--- src/rtl/matrix_vector_transform4_defines.svh ---
// assertion macros for the matrix_vector_transform4 block
// needs clk and rst in the scope of each use; no other dependencies
`ifndef MATRIX_VECTOR_TRANSFORM4_DEFINES_SVH
`define MATRIX_VECTOR_TRANSFORM4_DEFINES_SVH

// same-cycle implication, disabled while reset is high
`define MVT4_ASSERT_NOW(label, ante, cons) \
  label: assert property (@(posedge clk) disable iff (rst) (ante) |-> (cons)) \
    else $error("mvt4 check failed");

// next-cycle implication, disabled while reset is high
`define MVT4_ASSERT_NEXT(label, ante, cons) \
  label: assert property (@(posedge clk) disable iff (rst) (ante) |=> (cons)) \
    else $error("mvt4 check failed");

`endif

--- src/rtl/mvt4_pkg.sv ---
// shared constants, types and codes for the 4x4 matrix-vector transform
// no dependencies
`timescale 1ns / 1ps

package mvt4_pkg;

  localparam int FRAC_BITS = 16;
  localparam int DIM       = 4;
  localparam int VAL_W     = 32;
  localparam int IDX_W     = 4;
  localparam int PROD_W    = 2 * VAL_W;
  localparam int PAIR_W    = PROD_W + 1;
  localparam int SUM_W     = PROD_W + 2;
  localparam int UPPER_W   = SUM_W - FRAC_BITS - VAL_W + 1;

  localparam int IN_DATA_W  = 168;
  localparam int OUT_DATA_W = DIM * VAL_W;

  // bit offsets inside the input tdata
  localparam int IDX_LSB = 0;
  localparam int VAL_LSB = IDX_LSB + IDX_W;
  localparam int VEC_LSB = VAL_LSB + VAL_W;

  localparam logic signed [VAL_W-1:0] ONE_FIXED = VAL_W'(1) << FRAC_BITS;
  localparam logic signed [VAL_W-1:0] SAT_MAX   = {1'b0, {(VAL_W-1){1'b1}}};
  localparam logic signed [VAL_W-1:0] SAT_MIN   = {1'b1, {(VAL_W-1){1'b0}}};

  typedef enum logic {
    KIND_LOAD  = 1'b0,
    KIND_XFORM = 1'b1
  } kind_t;

  typedef logic signed [VAL_W-1:0] fixed_t;
  typedef fixed_t vec4_t [DIM];

  // per-stage load enables shared by all lanes
  typedef struct packed {
    logic en_mul;
    logic en_pair;
    logic en_sum;
  } lane_ctrl_t;

endpackage

--- src/rtl/mvt4_merge.sv ---
// output register: gathers the four lane results and their clip flags into one item
// depends on mvt4_pkg
`timescale 1ns / 1ps

module mvt4_merge (
  input  logic                                 clk,
  input  logic                                 rst,
  input  logic                                 in_valid,
  output logic                                 in_ready,
  input  mvt4_pkg::vec4_t                      lane_result,
  input  logic [mvt4_pkg::DIM-1:0]             lane_sat,
  output logic                                 m_axis_tvalid,
  input  logic                                 m_axis_tready,
  output logic [mvt4_pkg::OUT_DATA_W-1:0]      m_axis_tdata,
  output logic                                 m_axis_tuser
);

  logic [mvt4_pkg::OUT_DATA_W-1:0] data_next;

  assign in_ready = !m_axis_tvalid || m_axis_tready;

  always_comb begin
    for (int r = 0; r < mvt4_pkg::DIM; r++) begin
      data_next[r*mvt4_pkg::VAL_W +: mvt4_pkg::VAL_W] = lane_result[r];
    end
  end

  always_ff @(posedge clk) begin
    if (rst) begin
      m_axis_tvalid <= 1'b0;
    end else if (in_ready) begin
      m_axis_tvalid <= in_valid;
    end
  end

  always_ff @(posedge clk) begin
    if (in_ready && in_valid) begin
      m_axis_tdata <= data_next;
      m_axis_tuser <= |lane_sat;
    end
  end

endmodule

--- config.mk ---
export PLATFORM = sky130hd
export DESIGN_NAME = mvt4_merge
export DESIGN_NICKNAME = d
export VERILOG_FILES = /design/src/rtl/matrix_vector_transform4_defines.svh /design/src/rtl/mvt4_pkg.sv /design/src/rtl/mvt4_merge.sv
export SDC_FILE = /design/constraint.sdc
export NUM_CORES = 1
export LEC_CHECK = 0
export BUFFER_PORTS_ARGS = -buffer_cell sky130_fd_sc_hd__buf_2
export CORE_ASPECT_RATIO = 0.9
export CORE_MARGIN = 2
export CORE_UTILIZATION = 41
export CTS_CLUSTER_SIZE = 14
export DETAILED_ROUTE_END_ITERATION = 10
export HOLD_SLACK_MARGIN = 0.1
export PLACE_DENSITY_LB_ADDON = 0.25
export SYNTH_ARGS = -nofsm -noshare
export SYNTH_HDL_FRONTEND = slang
export SYNTH_SLANG_ARGS = --single-unit
--- constraint.sdc ---
create_clock -name clk -period 4.9 [get_ports clk]
set_input_delay 0.735 -clock clk [delete_from_list [all_inputs] [get_ports clk]]
set_output_delay 0.735 -clock clk [all_outputs]
set_load 0.02 [all_outputs]
After elaboration in Yosys (flattened, before gate mapping)
Index checks and enable logic that the tools add are counted.
{"block": "totals", "reg_bits": 130, "output_inout_bits": 131, "elab_cells": 7, "mem_count": 0, "ram_bits": 0, "latchBits": 0, "rom_bits": 0}
{"block": "classes", "mux": 0, "magnitude_cmp": 0, "n_reduce_logical": 4, "n_addsub": 0, "shifts": 0, "div": 0, "n_bitwise": 0, "eq_ne": 0, "n_mul": 0}
{"operator": "$reduce_or A4 Y1", "n": 1}
{"operator": "$logic_and A1 B1 Y1", "n": 1}
{"operator": "$logic_not A1 Y1", "n": 1}
{"operator": "$logic_or A1 B1 Y1", "n": 1}

Longest topological paths before layout
{"block": "depth", "word_depth": 3, "ltp_mapped": 2}

Worst setup path after synthesis
No wires, ideal clock.
{"block": "synth_timing", "path_kind": "input -> register", "startpoint": "input port m_axis_tready", "endpoint": "register m_axis_tdata[0] (netlist bit), enable pin", "n_path_buf": 0, "cell_stages": 2, "arrival_ns": 3.999, "slack_ns": 0.398, "required_ns": 4.397, "path_cell_list": "nand2b_1 -> and2_1"}
{"block": "synth_between", "elab_chain_cells": 2}
{"element": "start: declaration", "line_no": "mvt4_merge.sv:13", "source": "input logic m_axis_tready,"}
{"element": "$logic_or A1 B1 Y1", "line_no": "mvt4_merge.sv:20", "source": "assign in_ready = !m_axis_tvalid || m_axis_tready;"}
{"element": "$logic_and A1 B1 Y1", "line_no": "mvt4_merge.sv:37", "source": "if (in_ready && in_valid) begin"}
{"element": "end signal: assignment", "line_no": "mvt4_merge.sv:38", "source": "m_axis_tdata <= data_next;"}
{"element": "end: declaration", "line_no": "mvt4_merge.sv:14", "source": "output logic [mvt4_pkg::OUT_DATA_W-1:0] m_axis_tdata,"}
Every way passes these cells.
A chain may end at the register's enable or synchronous reset.

Worst setup path in the final report
{"block": "layout_timing", "startpoint": "input port m_axis_tready", "endpoint": "output port in_ready"}
{"block": "layout_between", "elab_chain_cells": 1}
{"element": "$logic_or A1 B1 Y1", "line_no": "mvt4_merge.sv:20"}
{"element": "end: declaration", "line_no": "mvt4_merge.sv:9", "source": "output logic in_ready,"}
Every way passes these cells.

==> qor.csv <==
metric,value,unit
Worst Tran Pin Value,0.6946,ns
clk root buf,clkbuf_8,
PwrDens,449.8,nW/µm²
first-pass GRT wire length,13.52,mm
vias in the first global route,2633,
WP buf/inv,2,
net count after synthesis,271,
"commonest cells after routing, fill and taps aside","buf_2 (266), edfxtp_1 (129), clkbuf_16 (16)",
leak pwr,0.002577,µW
post-synthesis register bit count,130,
Worst path depth,3,
Hold EP,m_axis_tvalid,
MaxCap Viol Count,0,
Floorplan Core Area,9208,µm²
post-synthesis sequential area ratio,99.27,%
WP data arrival,1.15,ns
Finished Layout Cells,556,
Post-DRT Antenna Nets,0,
worst ir drop on vdd,0.2598,mV
share of layout cells above drive strength 1,68.20,%
routed length per instance,16.60,µm
crit start category,primary input,
Worst Hold Depth,2,
Die Ht,96.79,µm
reg-to-reg endpoint,m_axis_tdata[2],
hold slack,0.3855,ns
Fin Setup TNS,0,ns
worst-case reg-to-reg path depth,3,
crit path time final,1.889,ns
area share of the largest cell type after synthesis,98.76,%
GR Overflow Total,0,
crit-path leading delay family,buffers and inverters,
clk_skew,0.008339,ns
GRT Resource Usage Total,18.01,%
Final Hold Fails,0,
fin worst setup slack,3.011,ns
Syn Area/Cell,29.06,µm²
CTS clock-pin slew for the worst setup and hold paths,0.06,ns
Syn. warnings,0,
drt drc,0,
Nets,557,
Vias,2434,
die area,10370,µm²
placed cell area,5429,µm²
worst-path cell chain,"buf_2, nand2b_1, buf_2",
hold_buf cts,0,
Post-Syn Area,3923,µm²
CTS tree,yes,
Critical Path Most Common Cell,buf_2,
IO Pins,267,
DR pass1 iterations,4,
Yosys top cell by area,edfxtp_1,
CTS buffer count,17,
Slew Limit Headroom,53.69,%
Final GP Congestion,0.7219,
CP Max Fanout,3,
Setup Buffers After CTS,0,
pin count of the biggest net entering global routing,76,
initial antenna violation count,2,
"Clk Latency, worst-skew pair",0.50,ns
RSZ-0062 raised after global routing,false,
"commonest non-fill, non-tap cell in the layout",buf_2,
worst flop-to-flop path startpoint,m_axis_tvalid,
FF-to-FF setup slack,3.04,ns
Max Buffers Root-to-Sink,2,
Final Cycle Share,38.55,%
Iter 0 DRT Violations,68,
PostCTS Resize Cnt,0,
HP Start,rst,
"Slowest-stage cell, CP",buf_2,
critical path capture point type,primary output,
antenna diode count,0,
overall die width,107.1,µm
Cells after Synth,135,
Area Growth Syn to Fin,52.34,%
IO buf count,266,
clock sink count,130,
synth top area cells,"edfxtp_1 (99%), dfxtp_1 (0.51%), or4_1 (0.19%)",
Place WS,2.506,ns
Setup CP Type,in2out,
status,"finished, final reports clean",
drt total wl,9.228,mm
placed cells,524,
pins over their slew limit,0,
CP peak stage delay,0.17,ns
initial core utilization,42.60,%
endpoints failing setup,0,
crit path launch,m_axis_tready,
H-tree levels,4,
post-route cell area,5976,µm²
CP required,4.16,ns
Fmax,529.4,MHz
post-synth cell types,7,
Cell Rows,33,
hold crit path type,in2reg,
vias per cell,4.378,
==> logic make-up (layout without fill, tap and decap cells) <==
family / after synthesis / in the layout / synth area share, %
flops: 130 / 130 / 99.27
simple gates: 3 / 3 / 0.5106
compound gates: 1 / 1 / 0.1275
buf+inv: 1 / 300 / 0.09560
==> registers in the layout, indices dropped and copies added, names as in the netlist <==
signal	flops
m_axis_tdata	128
m_axis_tuser	1
m_axis_tvalid	1
==> synthesized netlist by cell type <==
master    count
a21oi_1       1
and2_1        1
dfxtp_1       1
edfxtp_1    129
inv_1         1
nand2b_1      1
or4_1         1
==> area by class of cell <==
| cell class | count | area [µm²] |
|---|---|---|
| fillers | 668 | 3232 |
| well taps | 122 | 152.6 |
| clock buffers | 21 | 429.2 |
| inverters | 1 | 3.754 |
| clock inverters | 11 | 117.6 |
| flip-flops and latches | 130 | 3894 |
| repair buffers | 267 | 1351 |
| multi-input cells | 4 | 27.53 |
==> metrics by stage <==
step / total power [µW] / util (%)
2_1_floorplan: 1452 / -
3_3_place_gp: 1562 / 58.96
3_5_place_dp: 1567 / 58.96
4_1_cts: 2724 / 64.90
5_1_grt: 2789 / 64.90
6_report: 2688 / 64.90
==> worst max-delay path by stage <==
stage	to	slack, ns
after floorplan	m_axis_tdata[0]	0.40
after detailed placement	m_axis_tdata[98]	2.51
after global placement	m_axis_tdata[35]	2.53
after CTS	in_ready	3.01
after global routing	m_axis_tdata[2]	2.91
final	in_ready	3.01
==> power by group <==
part | switching (µW) | leakage [µW] | internal [µW] | total, µW
Sequential | 13.9 | 0.00125 | 1300 | 1320
Clock | 428 | 0.000254 | 718 | 1150
Combinational | 145 | 0.00107 | 80.4 | 226
Total | 587 | 0.00258 | 2100 | 2690
==> per-layer routing <==
metal | GRT usage, % | up-vias | wire length, µm
li1 | - | 1126 | -
met1 | 17.48 | 1131 | 3182
met2 | 31.84 | 157 | 4811
met3 | 9.636 | 16 | 1074
met4 | 6.693 | 4 | 132
met5 | 0 | - | 27
(Power assumes the default switching activity.)
